`config.mk`:
```
export PLATFORM = sky130hd
export DESIGN_NAME = line_rasterizer_top
export DESIGN_NICKNAME = d
export VERILOG_FILES = /design/src/hdl/lr_pkg.sv /design/src/hdl/line_rasterizer_top.sv
export SDC_FILE = /design/constraint.sdc
export NUM_CORES = 1
export LEC_CHECK = 0
export BUFFER_PORTS_ARGS = -buffer_cell sky130_fd_sc_hd__buf_2
export CORE_MARGIN = 1
export CORE_UTILIZATION = 36
export CTS_BUF_LIST = sky130_fd_sc_hd__clkbuf_2 sky130_fd_sc_hd__clkbuf_4 sky130_fd_sc_hd__clkbuf_8
export DETAILED_ROUTE_END_ITERATION = 7
export GPL_TIMING_DRIVEN = 1
export PLACE_DENSITY = 0.61
export SLEW_MARGIN = 20
export SYNTH_ARGS = -nofsm -noshare
export SYNTH_HDL_FRONTEND = slang
export SYNTH_SLANG_ARGS = --single-unit
```
`constraint.sdc`:
```
create_clock -name clk -period 5.15 [get_ports clk]
set_input_delay 0.7725 -clock clk [delete_from_list [all_inputs] [get_ports clk]]
set_output_delay 0.7725 -clock clk [all_outputs]
set_load 0.02 [all_outputs]
```
`src/hdl/lr_pkg.sv`:
```
`default_nettype none
// ----------------------------------------------------------------------------
// lr_pkg
// Shared constants for the line rasterizer: field widths, register map,
// request kinds and reset values.
// ----------------------------------------------------------------------------
package lr_pkg;

  // coordinate width default and fixed field widths
  localparam int COORD_BITS_DEF = 13;
  localparam int DIM_BITS       = 13;
  localparam int COLOR_BITS     = 16;

  // configuration port
  localparam int APB_DATA_BITS = 32;
  localparam int APB_ADDR_BITS = 3;

  // register indexes (byte address is 4 * index)
  localparam logic REG_SCREEN_WIDTH  = 1'b0;
  localparam logic REG_SCREEN_HEIGHT = 1'b1;

  localparam logic [DIM_BITS-1:0] SCREEN_WIDTH_RESET  = DIM_BITS'(128);
  localparam logic [DIM_BITS-1:0] SCREEN_HEIGHT_RESET = DIM_BITS'(128);

  // request kinds carried on the slave tuser
  localparam logic REQ_START = 1'b0;
  localparam logic REQ_STEP  = 1'b1;

endpackage : lr_pkg
`default_nettype wire

```
`src/hdl/line_rasterizer_top.sv`:
```
`default_nettype none
// ----------------------------------------------------------------------------
// line_rasterizer_top
// Bresenham line rasterizer: a start request loads a line; a step request on
// a busy line emits the current pixel with on-screen/last flags, then advances.
// ----------------------------------------------------------------------------
//
// Channel   Dir  Handshake               Contents
// s_*       in   s_tvalid / s_tready     tuser: request kind; tdata: endpoints,
//                                        color
// m_*       out  m_tvalid / m_tready     tdata: pixel x, y, color;
//                                        tuser: on screen; tlast: last pixel
// APB       in   psel & penable & pwrite screen_width (0x0), screen_height (0x4)
//
// One request is accepted per clock unless a step waits behind a stalled
// master. A request is held in the input register, and its pixel in the
// output register. The line state (position, error term, pixel count)
// updates in a single add/compare step as a request leaves the input
// register. A stalled master holds its pixel and the waiting step; a step
// that yields no pixel never waits. Reset is synchronous; after it the block
// is idle with a 128 x 128 screen.
//
module line_rasterizer_top #(
  parameter int COORD_BITS = lr_pkg::COORD_BITS_DEF,
  localparam int S_DATA_BITS = ((4 * COORD_BITS + lr_pkg::COLOR_BITS + 7) / 8) * 8,
  localparam int M_DATA_BITS = ((2 * COORD_BITS + lr_pkg::COLOR_BITS + 7) / 8) * 8
) (
  input  wire                               clk,
  input  wire                               rst,
  // request stream
  input  wire                               s_tvalid,
  output logic                              s_tready,
  // s_tdata, low bit up: start_x, start_y, end_x, end_y, line_color, zero pad
  input  wire  [S_DATA_BITS-1:0]            s_tdata,
  // s_tuser: req_type
  input  wire  [0:0]                        s_tuser,
  // pixel stream
  output logic                              m_tvalid,
  input  wire                               m_tready,
  // m_tdata, low bit up: pixel_x, pixel_y, pixel_color, zero pad
  output logic [M_DATA_BITS-1:0]            m_tdata,
  // m_tuser: on_screen
  output logic [0:0]                        m_tuser,
  output logic                              m_tlast,
  // configuration
  input  wire                               psel,
  input  wire                               penable,
  input  wire                               pwrite,
  input  wire  [lr_pkg::APB_ADDR_BITS-1:0]  paddr,
  input  wire  [lr_pkg::APB_DATA_BITS-1:0]  pwdata,
  output logic [lr_pkg::APB_DATA_BITS-1:0]  prdata,
  output logic                              pready
);

  localparam int CB  = COORD_BITS;
  localparam int EB  = COORD_BITS + 1;
  localparam int DB  = lr_pkg::DIM_BITS;
  localparam int KB  = lr_pkg::COLOR_BITS;
  // compare width for the on-screen test
  localparam int CMP = (CB > DB) ? CB : DB;

  // --------------------------------------------------------------------------
  // configuration registers
  // --------------------------------------------------------------------------
  logic [DB-1:0] screen_width;
  logic [DB-1:0] screen_height;
  logic          cfg_wr;

  assign pready = 1'b1;
  assign cfg_wr = psel & penable & pwrite;

  always_ff @(posedge clk) begin
    if (rst) begin
      screen_width  <= lr_pkg::SCREEN_WIDTH_RESET;
      screen_height <= lr_pkg::SCREEN_HEIGHT_RESET;
    end else if (cfg_wr) begin
      if (paddr[2] == lr_pkg::REG_SCREEN_WIDTH) begin
        screen_width <= pwdata[DB-1:0];
      end else begin
        screen_height <= pwdata[DB-1:0];
      end
    end
  end

  always_comb begin
    prdata = '0;
    if (paddr[2] == lr_pkg::REG_SCREEN_WIDTH) begin
      prdata[DB-1:0] = screen_width;
    end else begin
      prdata[DB-1:0] = screen_height;
    end
  end

  // --------------------------------------------------------------------------
  // input register
  // --------------------------------------------------------------------------
  logic                 in_vld;
  logic                 in_kind;
  logic signed [CB-1:0] in_x0;
  logic signed [CB-1:0] in_y0;
  logic signed [CB-1:0] in_x1;
  logic signed [CB-1:0] in_y1;
  logic [KB-1:0]        in_color;
  logic                 advance;
  logic                 emit;

  assign s_tready = ~in_vld | advance;

  always_ff @(posedge clk) begin
    if (rst) begin
      in_vld <= 1'b0;
    end else if (s_tready) begin
      in_vld <= s_tvalid;
    end
  end

  always_ff @(posedge clk) begin
    if (s_tvalid && s_tready) begin
      in_kind  <= s_tuser[0];
      in_x0    <= s_tdata[CB-1:0];
      in_y0    <= s_tdata[2*CB-1:CB];
      in_x1    <= s_tdata[3*CB-1:2*CB];
      in_y1    <= s_tdata[4*CB-1:3*CB];
      in_color <= s_tdata[4*CB+KB-1:4*CB];
    end
  end

  // --------------------------------------------------------------------------
  // line state
  // --------------------------------------------------------------------------
  logic signed [CB-1:0] cur_x;
  logic signed [CB-1:0] cur_y;
  logic [EB-1:0]        error_acc;
  logic [CB-1:0]        major_delta;
  logic [CB-1:0]        minor_delta;
  logic [CB-1:0]        pixels_left;
  logic                 x_is_major;
  logic                 x_negative;
  logic                 y_negative;
  logic [KB-1:0]        draw_color;
  logic                 line_busy;

  // start: absolute deltas in one extra bit, then truncate
  logic signed [CB:0] dx_raw;
  logic signed [CB:0] dy_raw;
  logic               x_neg_new;
  logic               y_neg_new;
  logic [CB-1:0]      dx_abs;
  logic [CB-1:0]      dy_abs;
  logic               x_major_new;
  logic [CB-1:0]      major_new;
  logic [CB-1:0]      minor_new;

  always_comb begin
    dx_raw      = {in_x1[CB-1], in_x1} - {in_x0[CB-1], in_x0};
    dy_raw      = {in_y1[CB-1], in_y1} - {in_y0[CB-1], in_y0};
    x_neg_new   = in_x1 < in_x0;
    y_neg_new   = in_y1 < in_y0;
    dx_abs      = x_neg_new ? CB'(-dx_raw) : dx_raw[CB-1:0];
    dy_abs      = y_neg_new ? CB'(-dy_raw) : dy_raw[CB-1:0];
    x_major_new = dx_abs >= dy_abs;
    major_new   = x_major_new ? dx_abs : dy_abs;
    minor_new   = x_major_new ? dy_abs : dx_abs;
  end

  // step: error term and next position
  logic [EB-1:0]        err_sum;
  logic                 minor_step;
  logic [EB-1:0]        err_next;
  logic signed [CB-1:0] x_inc;
  logic signed [CB-1:0] y_inc;
  logic signed [CB-1:0] cur_x_next;
  logic signed [CB-1:0] cur_y_next;
  logic                 last;
  logic                 on_scr;
  logic [CMP-1:0]       x_ext;
  logic [CMP-1:0]       y_ext;

  always_comb begin
    err_sum    = error_acc + {1'b0, minor_delta};
    minor_step = err_sum >= {1'b0, major_delta};
    err_next   = minor_step ? (err_sum - {1'b0, major_delta}) : err_sum;
    x_inc      = x_negative ? '1 : CB'(1);
    y_inc      = y_negative ? '1 : CB'(1);
    cur_x_next = (x_is_major || minor_step) ? (cur_x + x_inc) : cur_x;
    cur_y_next = (!x_is_major || minor_step) ? (cur_y + y_inc) : cur_y;
    last       = pixels_left == '0;
    x_ext      = CMP'($unsigned(cur_x));
    y_ext      = CMP'($unsigned(cur_y));
    on_scr     = !cur_x[CB-1] && !cur_y[CB-1] &&
                 (x_ext < CMP'(screen_width)) && (y_ext < CMP'(screen_height));
  end

  // a step while busy yields a pixel; anything else drains at once
  assign emit    = in_vld && (in_kind == lr_pkg::REQ_STEP) && line_busy;
  assign advance = in_vld && (!emit || !m_tvalid || m_tready);

  always_ff @(posedge clk) begin
    if (rst) begin
      cur_x       <= '0;
      cur_y       <= '0;
      error_acc   <= '0;
      major_delta <= '0;
      minor_delta <= '0;
      pixels_left <= '0;
      x_is_major  <= 1'b0;
      x_negative  <= 1'b0;
      y_negative  <= 1'b0;
      draw_color  <= '0;
      line_busy   <= 1'b0;
    end else if (advance) begin
      if (in_kind == lr_pkg::REQ_START) begin
        // load a new line, abandoning any in progress
        cur_x       <= in_x0;
        cur_y       <= in_y0;
        error_acc   <= EB'(major_new >> 1);
        major_delta <= major_new;
        minor_delta <= minor_new;
        pixels_left <= major_new;
        x_is_major  <= x_major_new;
        x_negative  <= x_neg_new;
        y_negative  <= y_neg_new;
        draw_color  <= in_color;
        line_busy   <= 1'b1;
      end else if (emit) begin
        if (last) begin
          line_busy <= 1'b0;
        end else begin
          cur_x       <= cur_x_next;
          cur_y       <= cur_y_next;
          error_acc   <= err_next;
          pixels_left <= pixels_left - CB'(1);
        end
      end
    end
  end

  // --------------------------------------------------------------------------
  // output register
  // --------------------------------------------------------------------------
  always_ff @(posedge clk) begin
    if (rst) begin
      m_tvalid <= 1'b0;
    end else if (advance && emit) begin
      m_tvalid <= 1'b1;
    end else if (m_tready) begin
      m_tvalid <= 1'b0;
    end
  end

  always_ff @(posedge clk) begin
    if (advance && emit) begin
      m_tdata    <= M_DATA_BITS'({draw_color, cur_y, cur_x});
      m_tuser[0] <= on_scr;
      m_tlast    <= last;
    end
  end

endmodule : line_rasterizer_top
`default_nettype wire
```
* Word level (Yosys, flattened, before mapping)
Index checks and enable logic that the tools add are counted.
Storage, ports and cells: input bits 115, output and inout port bits 85, logic and storage cells 103, bits in registers 240
Operators by class: reductions and logical operators 26, equality and inequality tests 5, mux-type cells 27, bitwise gates (word level) 6, add/subtract/negate cells 9, order comparisons 6
Operators by type and width (count):
- two-way mux 13 bit | 18
- two-way mux 14 bit | 4
- < comparator 13 bit | 4
- adder 13 bit | 2
- negator 13 bit | 2
- subtractor 13 bit | 2
- adder 14 x 13 -> 14 bit | 1
- >= comparator 14 x 13 -> 1 bit | 1
- subtractor 14 x 13 -> 14 bit | 1
- >= comparator 13 bit | 1
- zero test 13 bit | 1
- subtractor 13 x 1 -> 13 bit (second input constant) | 1
- logical AND 1 bit | 8
- inequality test 2 x 1 -> 1 bit (second input constant) | 4
- AND reduction 4 bit | 2
- AND reduction 2 bit | 3
- AND reduction 3 bit | 2
- zero test 1 bit | 5
- two-way mux 1 bit | 5
- logical OR 1 bit | 4
- NOT 1 bit | 3
- AND 1 bit | 2
- inequality test 2 bit (second input constant) | 1
- nonzero test 2 bit | 1
- bitwise OR 1 bit | 1

* Logic depth before layout (Yosys ltp)
Gate-level depths: netlist of the first run.
word-level depth 8, mapped depth 22, depth with buffers taken out 21

* Worst setup path before layout of the first run
Ideal clock, no wire load.
path kind register -> register, from register in_y0[0], to register major_delta[5], library setup time 0.128 ns, stages on the path, launching flop included 22, setup slack 0.464 ns, period minus slack after synthesis 4.686 ns, arrival time 4.558 ns, buffers on the path 2, required time 5.022 ns, cell sequence edfxtp_1 -> ha_1 -> fa_1 -> nor2b_4 -> o21a_1 -> o21ai_0 -> a221oi_4 -> nand4_2 -> o41a_1 -> a211oi_2 -> xnor2_1 -> inv_1 -> ha_1 -> o21a_1 -> nor2_1 -> a2111oi_0 -> or2_2 -> clkbuf_1 -> clkbuf_1 -> a211oi_1 -> a21oi_1 -> nor2_1
On the way: longest elaborated chain between the ends 5, elaborated cells between the ends (all ways) 6, classes of those cells add/sub: 2; order compare: 2; mux: 2
RTL lines:
- start: declaration | RTL line line_rasterizer_top.sv:100 | logic signed [CB-1:0] in_y0;
- start signal: assignment | RTL line line_rasterizer_top.sv:121 | in_y0 <= s_tdata[2*CB-1:CB];
- subtractor 13 bit | RTL line line_rasterizer_top.sv:156 | dy_raw = {in_y1[CB-1], in_y1} - {in_y0[CB-1], in_y0};
- negator 13 bit | RTL line line_rasterizer_top.sv:160 | dy_abs = y_neg_new ? CB'(-dy_raw) : dy_raw[CB-1:0];
- two-way mux 13 bit (*) | RTL line line_rasterizer_top.sv:160
- >= comparator 13 bit | RTL line line_rasterizer_top.sv:161 | x_major_new = dx_abs >= dy_abs;
- two-way mux 13 bit (*) | RTL line line_rasterizer_top.sv:162 | major_new = x_major_new ? dx_abs : dy_abs;
- end signal: assignment | RTL line line_rasterizer_top.sv:217 | major_delta <= major_new;
- end: declaration | RTL line line_rasterizer_top.sv:134 | logic [CB-1:0] major_delta;
Every way passes the cells marked *; elsewhere a longest branch is shown, timed or not. A chain may end at the register's enable or synchronous reset.

* Final worst setup path of the first run
from register in_y0[0], to register pixels_left[9]
On the way: longest elaborated chain between the ends 6, elaborated cells between the ends (all ways) 7, classes of those cells add/sub: 2; order compare: 2; mux: 3
RTL lines:
- subtractor 13 bit | RTL line line_rasterizer_top.sv:156
- negator 13 bit | RTL line line_rasterizer_top.sv:160
- two-way mux 13 bit (*) | RTL line line_rasterizer_top.sv:160
- >= comparator 13 bit | RTL line line_rasterizer_top.sv:161
- two-way mux 13 bit (*) | RTL line line_rasterizer_top.sv:162
- two-way mux 13 bit (*) | RTL line line_rasterizer_top.sv:212 | if (in_kind == lr_pkg::REQ_START) begin
- end signal: assignment | RTL line line_rasterizer_top.sv:219 | pixels_left <= major_new;
- end signal: assignment | RTL line line_rasterizer_top.sv:232 | pixels_left <= pixels_left - CB'(1);
- end: declaration | RTL line line_rasterizer_top.sv:136 | logic [CB-1:0] pixels_left;
Marks and branches as above.

==> results of run 1 <==
==> placed cells by master, fill, tap and decap left out, types with 17 or more instances in the layout <==
cell type	Yosys	final
a211oi_1	33	31
a21o_1	27	27
a21oi_1	135	135
buf_2	8	147
buf_4	26	44
clkbuf_8	0	46
conb_1	2	26
dfxtp_1	127	127
edfxtp_1	113	113
ha_1	114	114
inv_1	102	102
mux2i_1	25	24
nand2_1	184	184
nand2b_1	17	17
nand3_1	29	29
nor2_1	106	105
nor3_1	39	39
o211ai_1	23	23
o21a_1	21	21
o21ai_0	62	62
xnor2_1	44	43
xor2_1	31	31
==> per-layer routing <==
layer | share of wire [%] | GRT usage, %
met5 | 0 | 0
met4 | 2.1 | 6.08
met3 | 5.8 | 3.15
met2 | 48 | 29.8
met1 | 44 | 23.0
==> cells by family (layout without fill, tap and decap cells) <==
| logic type | count (synthesis) | count (layout) | synth area share (%) |
|---|---|---|---|
| AND/OR/NAND/NOR | 457 | 457 | 14.9 |
| AO/OA/AOI/OAI | 418 | 418 | 19.6 |
| flip-flops | 240 | 240 | 41.7 |
| buffers and inverters | 193 | 372 | 5.90 |
| adder cells (fa/ha/maj) | 120 | 120 | 10.9 |
| XOR/XNOR | 76 | 76 | 4.73 |
| multiplexers | 31 | 31 | 2.23 |
| other | 2 | 27 | 0.0528 |
==> final timing paths <==
kind | cells after the start | slack (ns) | startpoint | endpoint
setup / recovery | 21 | 0.30 | in_y0[0] | pixels_left[9]
hold / removal | 1 | 0.38 | s_tdata[20] | in_y0[7]
setup reg to reg | 21 | 0.30 | in_y0[0] | pixels_left[9]
hold reg to reg | 0 | 0.43 | draw_color[15] | m_tdata[41]
==> repair_timing <==
action                                  4_1_cts  5_1_grt
endpoints found under the setup margin        0       51
gates resized for setup                       0       10
setup buffers                                 0        3
==> registers in the layout, summed over array words and instances (netlist names), 13 cells and up <==
name,count
minor_delta,13
pixels_left,13
m_tdata,42
in_x0,13
in_y0,13
screen_height,13
in_color,16
cur_y,13
error_acc,14
cur_x,13
draw_color,16
in_y1,13
in_x1,13
major_delta,13
screen_width,13
==> worst register-to-register path, delay by kind of cell, from the launching register on <==
| family | cells | cell delay, ns |
|---|---|---|
| AO/OA/AOI/OAI | 9 | 1.78 |
| adder cells (fa/ha/maj) | 3 | 0.99 |
| AND/OR/NAND/NOR | 4 | 0.72 |
| buffers and inverters | 3 | 0.46 |
| flip-flops | 1 | 0.40 |
| XOR/XNOR | 1 | 0.19 |
| multiplexers | 1 | 0.19 |
==> power breakdown <==
| group | total [uW] | internal (uW) | switching [uW] | leakage (uW) |
|---|---|---|---|---|
| Sequential | 2260 | 2150 | 110 | 0.00211 |
| Clock | 1980 | 1170 | 808 | 0.000493 |
| Combinational | 2990 | 1280 | 1710 | 0.00426 |
==> synth_stat cells, types with 27 or more instances <==
cell type and instances:
xnor2_1 44, clkbuf_1 53, o21ai_0 62, edfxtp_1 113, a21o_1 27, nand3_1 29, nor2_1 106, xor2_1 31
a211oi_1 33, inv_1 102, nor3_1 39, dfxtp_1 127, ha_1 114, nand2_1 184, a21oi_1 135
==> per-stage QoR <==
stage,util [%],setup WS (ns)
final,42.8,0.299
after global routing,42.8,-0.0433
after CTS,42.6,0.0680
after detailed placement,40.2,0.101
after global placement,40.2,0.193
after floorplan,-,0.464
==> layout make-up <==
| cell class | count | area share [%] |
|---|---|---|
| diodes | 1 | 0.0151 |
| clock buffers | 59 | 4.40 |
| clock inverters | 18 | 1.24 |
| inverters | 103 | 2.33 |
| multi-input cells | 1128 | 45.8 |
| flip-flops and latches | 240 | 35.7 |
| well taps | 518 | 3.90 |
| repair buffers | 192 | 6.54 |
==> summary.md, run 1 <==
| Metric | Value |
|---|---|
| Placed instance area | 0.0156 sq mm |
| Leak | approximately 0.0069 uW |
| Hold Buf Count CTS | 0 |
| Starting density of the core | a little over a third |
| Mean Syn Cell Area | 9.26 sq um |
| Register bit total from synthesis | 240 |
| Final period utilization | a little over nine tenths |
| Placer Congestion | approximately 0.86 |
| Clock transition at the registers of the reported paths | ~0.060 ns |
| Post-DP HPWL | approximately 27,000 um |
| Crit path DAT | between 5 and 6 ns |
| Post-synth EDFFs | roughly 110 |
| Clock Skew | between 0.02 and 0.03 ns |
| I/O Buffers | 148 |
| Final layout net count | just under 2,000 |
| Critical Path Slowest Stage Cell | o41a_1 |
| Final instance area | 0.0166 sq mm |
| Cell breakdown of the critical path | ha_1, fa_1, nor2b_4, o21a_1, o21ai_0, a221oi_4, nand4_2, o41a_1, a211oi_2, xnor2_2, inv_1, ha_1, o21a_1, nor2_1, a21oi_1, nor2_1, buf_12, mux2i_1, buf_4, o22ai_1, a32o_1 |
| Core area | between 0.03 and 0.04 sq mm |
| Initial antenna violation count | 1 |
| Number of remaining DRC errors | 0 |
| Synth Instances | around 1,500 |
| DRT antenna net count | 0 |
| Buf/Inv on CP | 3 |
| Pwr Total | roughly 7200 uW |
| GRT overflow | 0 |
| Yosys top cell area share | 23.8% |
| Layout area overhead | 16.7% |
| Routed len/inst | 16.3 um |
| Num ports | 200 |
| Die width | ~200 um |
| Placed Cells | ~2,200 |
| Post-synthesis sequential area ratio | 41.7% |
| Drt total wl | between 30,000 and 40,000 um |
| Kind of critical path | flop to flop |
| Vias after detailed routing | around 12,000 |
| Yosys warns | 0 |
| # setup viols final | 0 |
| Die height | around 200 um |
| Largest stage delay, worst path | ~0.45 ns |
| Critical-path maximum fanout | 24 |
| Row Count | roughly 70 |
| H-tree lvl count | 2 |
| MaxCap Viol Count | 0 |
| Actual slew at the worst max-slew pin | slightly above 1 ns |
| Startpoint type of the worst setup path | flop |
| Cts bufs inserted | 42 |
| Area leader, netlist | edfxtp_1 |
| Mapped cell area | around 0.014 sq mm |
| CTS root buffer | clkbuf_8 |
| Hold WS | 0.375 ns |
| Cell family with most CP delay | compound AO/OA/AOI/OAI gates |
| Clk buf depth | 3 |
| Hold crit path type | input port to flop |
| Final hold vios | 0 |
| Ratio of cells with drive above 1 in the final layout | approximately 18% |
| Vias in the first global route | approximately 11,000 |
| Largest net degree at the start of global routing | 70 |
| Worst rel slew slack | between 30% and 40% |
| Non-filler cells, final | about 2,300 |
| Power Density | roughly 430 mW/mm^2 |
| WP data required | 5.61 ns |
| DR iter-0 viols | between 700 and 800 |
| Worst-skew pair later-pin latency | around 0.57 ns |
| CTS tree | built |
| Main flop type after synthesis | dfxtp_1 |
| DR vias/cell | around 5.2 |
| Slew Limit Fails | 0 |
| Asr flop ratio synth | 0% |
| Top cells by area, synth | edfxtp_1 (24%), dfxtp_1 (18%), ha_1 (10%) |
| Fill count | 3,783 |
| Reg area | between 0.005 and 0.006 sq mm |
| CTS Sinks | 240 |
| First-pass GRT wire length | ~57,000 um |
| Router iterations before antenna repair | 6 |
| GRT Util Overall | between 15 and 20% |
| Status | finished, final reports clean |
| Count of cell types in the netlist | 90 |
| Tmin final | 4.85 ns |
| Worst IR drop on VDD | between 0.15 and 0.2 mV |
| Area of the multi-input gates | approximately 0.0076 sq mm |
| Die Footprint | 0.0403 sq mm |
| Max Clk Rate | between 200 and 250 MHz |
| Critical Path End Type | flop |
| Unrepaired setup endpoints after global routing | true |
| Post-Route Setup TNS | 0 ns |
Note: power is estimated with default switching activity, not from simulation.
==> run 2: changes to the inputs <==
--- a/config.mk
+++ b/config.mk
@@ -7,11 +7,11 @@
 export LEC_CHECK = 0
 export BUFFER_PORTS_ARGS = -buffer_cell sky130_fd_sc_hd__buf_2
 export CORE_MARGIN = 1
-export CORE_UTILIZATION = 36
+export CORE_UTILIZATION = 45
 export CTS_BUF_LIST = sky130_fd_sc_hd__clkbuf_2 sky130_fd_sc_hd__clkbuf_4 sky130_fd_sc_hd__clkbuf_8
 export DETAILED_ROUTE_END_ITERATION = 7
 export GPL_TIMING_DRIVEN = 1
-export PLACE_DENSITY = 0.61
+export PLACE_DENSITY = 0.72
 export SLEW_MARGIN = 20
 export SYNTH_ARGS = -nofsm -noshare
 export SYNTH_HDL_FRONTEND = slang
==> run 2 against run 1 <==
  * Critical endpoint is now error_acc[11]
  * Largest cell class unchanged
  * The flow now finishes with violations (DRC)
  * Clock skew down 0.015 ns
  * Final area down 1.4%
  * Fmax down 1.0%
  * Highest routed layer unchanged
  * Non-clock buffer count down 7
==> summary.md, run 2 (synthesis gave the netlist of run 1 again) <==
| Metric | Value |
|---|---|
| Placer Congestion | 0.871 (was 0.857) |
| Starting density of the core | 46.2% (was 36.7%) |
| Num ports | 200 (unchanged) |
| MaxCap Viol Count | 0 (unchanged) |
| Vias in the first global route | 11,400 (was 10,900) |
| Slew Limit Fails | 0 (unchanged) |
| Final hold vios | 0 (unchanged) |
| Placed Cells | 2,051 (was 2,178) |
| Hold crit path type | input port to flop (unchanged) |
| Failing checks | DRC |
| Largest registers | m_tdata x42, draw_color x16, in_color x16 (unchanged) |
| Status | finished, violations left (was finished, final reports clean) |
| DR vias/cell | 5.56 (was 5.18) |
| Die height | 180 um (was 201 um) |
| Crit path DAT | 5.32 ns (was 5.31 ns) |
| Vias after detailed routing | 11,800 (was 11,700) |
| Post-DP HPWL | 25,900 um (was 27,000 um) |
| First-pass GRT wire length | 57,400 um (was 57,300 um) |
| Router iterations before antenna repair | 8 (was 6) |
| CTS Sinks | 240 (unchanged) |
| CTS tree | built (unchanged) |
| GRT overflow | 0 (unchanged) |
| Pwr Total | 7130 uW (was 7220 uW) |
| Row Count | 64 (was 72) |
| Final period utilization | 95.2% (was 94.2%) |
| Layout area overhead | 15.1% (was 16.7%) |
| Clock transition at the registers of the reported paths | 0.07 ns (was 0.06 ns) |
| Most frequent cells in the layout | nand2_1 (183), buf_2 (147), a21oi_1 (135) (was nand2_1 (184), buf_2 (147), a21oi_1 (135)) |
| Flop2flop setup slack | 0.25 ns (was 0.30 ns) |
| Max Clk Rate | 204 MHz (was 206 MHz) |
| Leak | 0.00682 uW (was 0.00687 uW) |
| Non-filler cells, final | 2,128 (was 2,259) |
| Clock Skew | 0.0145 ns (was 0.0297 ns) |
| # setup viols final | 0 (unchanged) |
| H-tree lvl count | 2 (unchanged) |
| Initial antenna violation count | 0 (was 1) |
| HP Start | s_tdata[22] (was s_tdata[20]) |
| Commonest non-fill, non-tap cell in the layout | nand2_1 (unchanged) |
| Critical Path End Type | flop (unchanged) |
| Startpoint type of the worst setup path | flop (unchanged) |
| Cts bufs inserted | 42 (unchanged) |
| Largest net degree at the start of global routing | 79 (was 70) |
| Power Density | 435 mW/mm^2 (about the same) |
| CTS root buffer | clkbuf_8 (unchanged) |
| Actual slew at the worst max-slew pin | 1.02 ns (was 1.01 ns) |
| DRT antenna net count | 0 (unchanged) |
| Max FFs per register | 42 (unchanged) |
| Hold Buf Count CTS | 0 (unchanged) |
| Die width | 180 um (was 201 um) |
| Tmin final | 4.90 ns (was 4.85 ns) |
| Die Footprint | 0.0323 sq mm (was 0.0403 sq mm) |
| GRT Util Overall | 21.9% (was 17.8%) |
| Ratio of cells with drive above 1 in the final layout | 17.8% (was 17.9%) |
| WP data required | 5.57 ns (was 5.61 ns) |
| Worst rel slew slack | 31.7% (was 32.7%) |
| Worst-skew pair later-pin latency | 0.55 ns (was 0.57 ns) |
| Final layout net count | 1,935 (was 1,942) |
| Drt total wl | 36,100 um (was 36,800 um) |
| DR iter-0 viols | 983 (was 786) |
| Fill count | 2,765 (was 3,783) |
| Largest Register | m_tdata (unchanged) |
| Critical-path maximum fanout | 15 (was 24) |
| R2r startpoint | error_acc[0] (was in_y0[0]) |
| Post-Route Setup TNS | 0 ns (unchanged) |
| Worst Setup SP | error_acc[0] (was in_y0[0]) |
| Kind of critical path | flop to flop (unchanged) |
| Core area | 0.0308 sq mm (was 0.0388 sq mm) |
| I/O Buffers | 148 (unchanged) |
| Antenna Cells | 0 (was 1) |
| Routed len/inst | 16.9 um (was 16.3 um) |
| Worst IR drop on VDD | 0.220 mV (was 0.182 mV) |
| Clk buf depth | 3 (unchanged) |
| Number of remaining DRC errors | 21 (was 0) |
[run 2: worst paths after layout]
kind / end / cells after the start
hold reg to reg: m_tdata[41] / 0
hold / removal: in_y0[9] / 1
setup / recovery: error_acc[11] / 18
setup reg to reg: error_acc[11] / 18
[run 2: power breakdown]
part	switching, uW	total [uW]	internal, uW	leakage (uW)
combinational	1740	2980	1240	0.00423
clock	798	1890	1100	0.000479
sequential	105	2250	2150	0.00211
total	2650	7130	4480	0.00682
[run 2: what timing repair did]
| item | in CTS | in global routing |
|---|---|---|
| buffers inserted | 0 | 1 |
| resized for setup | 0 | 12 |
| setup endpoints to repair | 0 | 56 |
[run 2: cell type report]
class	count	area [sq um]	share of cell area, %
clock buffers	62	759	4.64
well taps	396	495	3.03
flip-flops and latches	240	5940	36.2
clock inverters	14	143	0.871
inverters	103	387	2.36
repair buffers	185	1040	6.33
multi-input cells	1128	7620	46.5
[run 2: routing by layer]
layer	wire (um)	GRT usage [%]
met1	16300	28.7
met2	16900	37.1
met3	1990	3.38
met4	873	6.48
met5	0	0
[run 2: worst max-delay path, stage by stage, from the launching register on]
cell and delay [ns]:
dfxtp_1 0.31, ha_1 0.24, fa_1 0.42, a21o_1 0.19, a211o_1 0.33, a2111oi_0 0.48, nor3_1 0.18, a311o_1 0.42
xor2_1 0.21, ha_1 0.31, nand2_1 0.09, nand2b_1 0.06, a21oi_1 0.15, o21ai_0 0.12, a211o_1 0.41, buf_4 0.25
mux2_2 0.29, o221ai_1 0.24, a211oi_2 0.06
[run 2: through the flow]
step / hold slack, ns / setup slack (ns) / area [sq um] / utilization, %
after CTS: 0.377 / 0.0311 / 16300 / 52.9
after detailed placement: 0.417 / 0.0462 / 15400 / 50.0
after floorplan: 0.408 / 0.464 / 14300 / -
after global routing: 0.369 / -0.00390 / 16400 / 53.1
after global placement: 0.412 / 0.192 / 15400 / 50.0
final: 0.395 / 0.249 / 16400 / 53.1
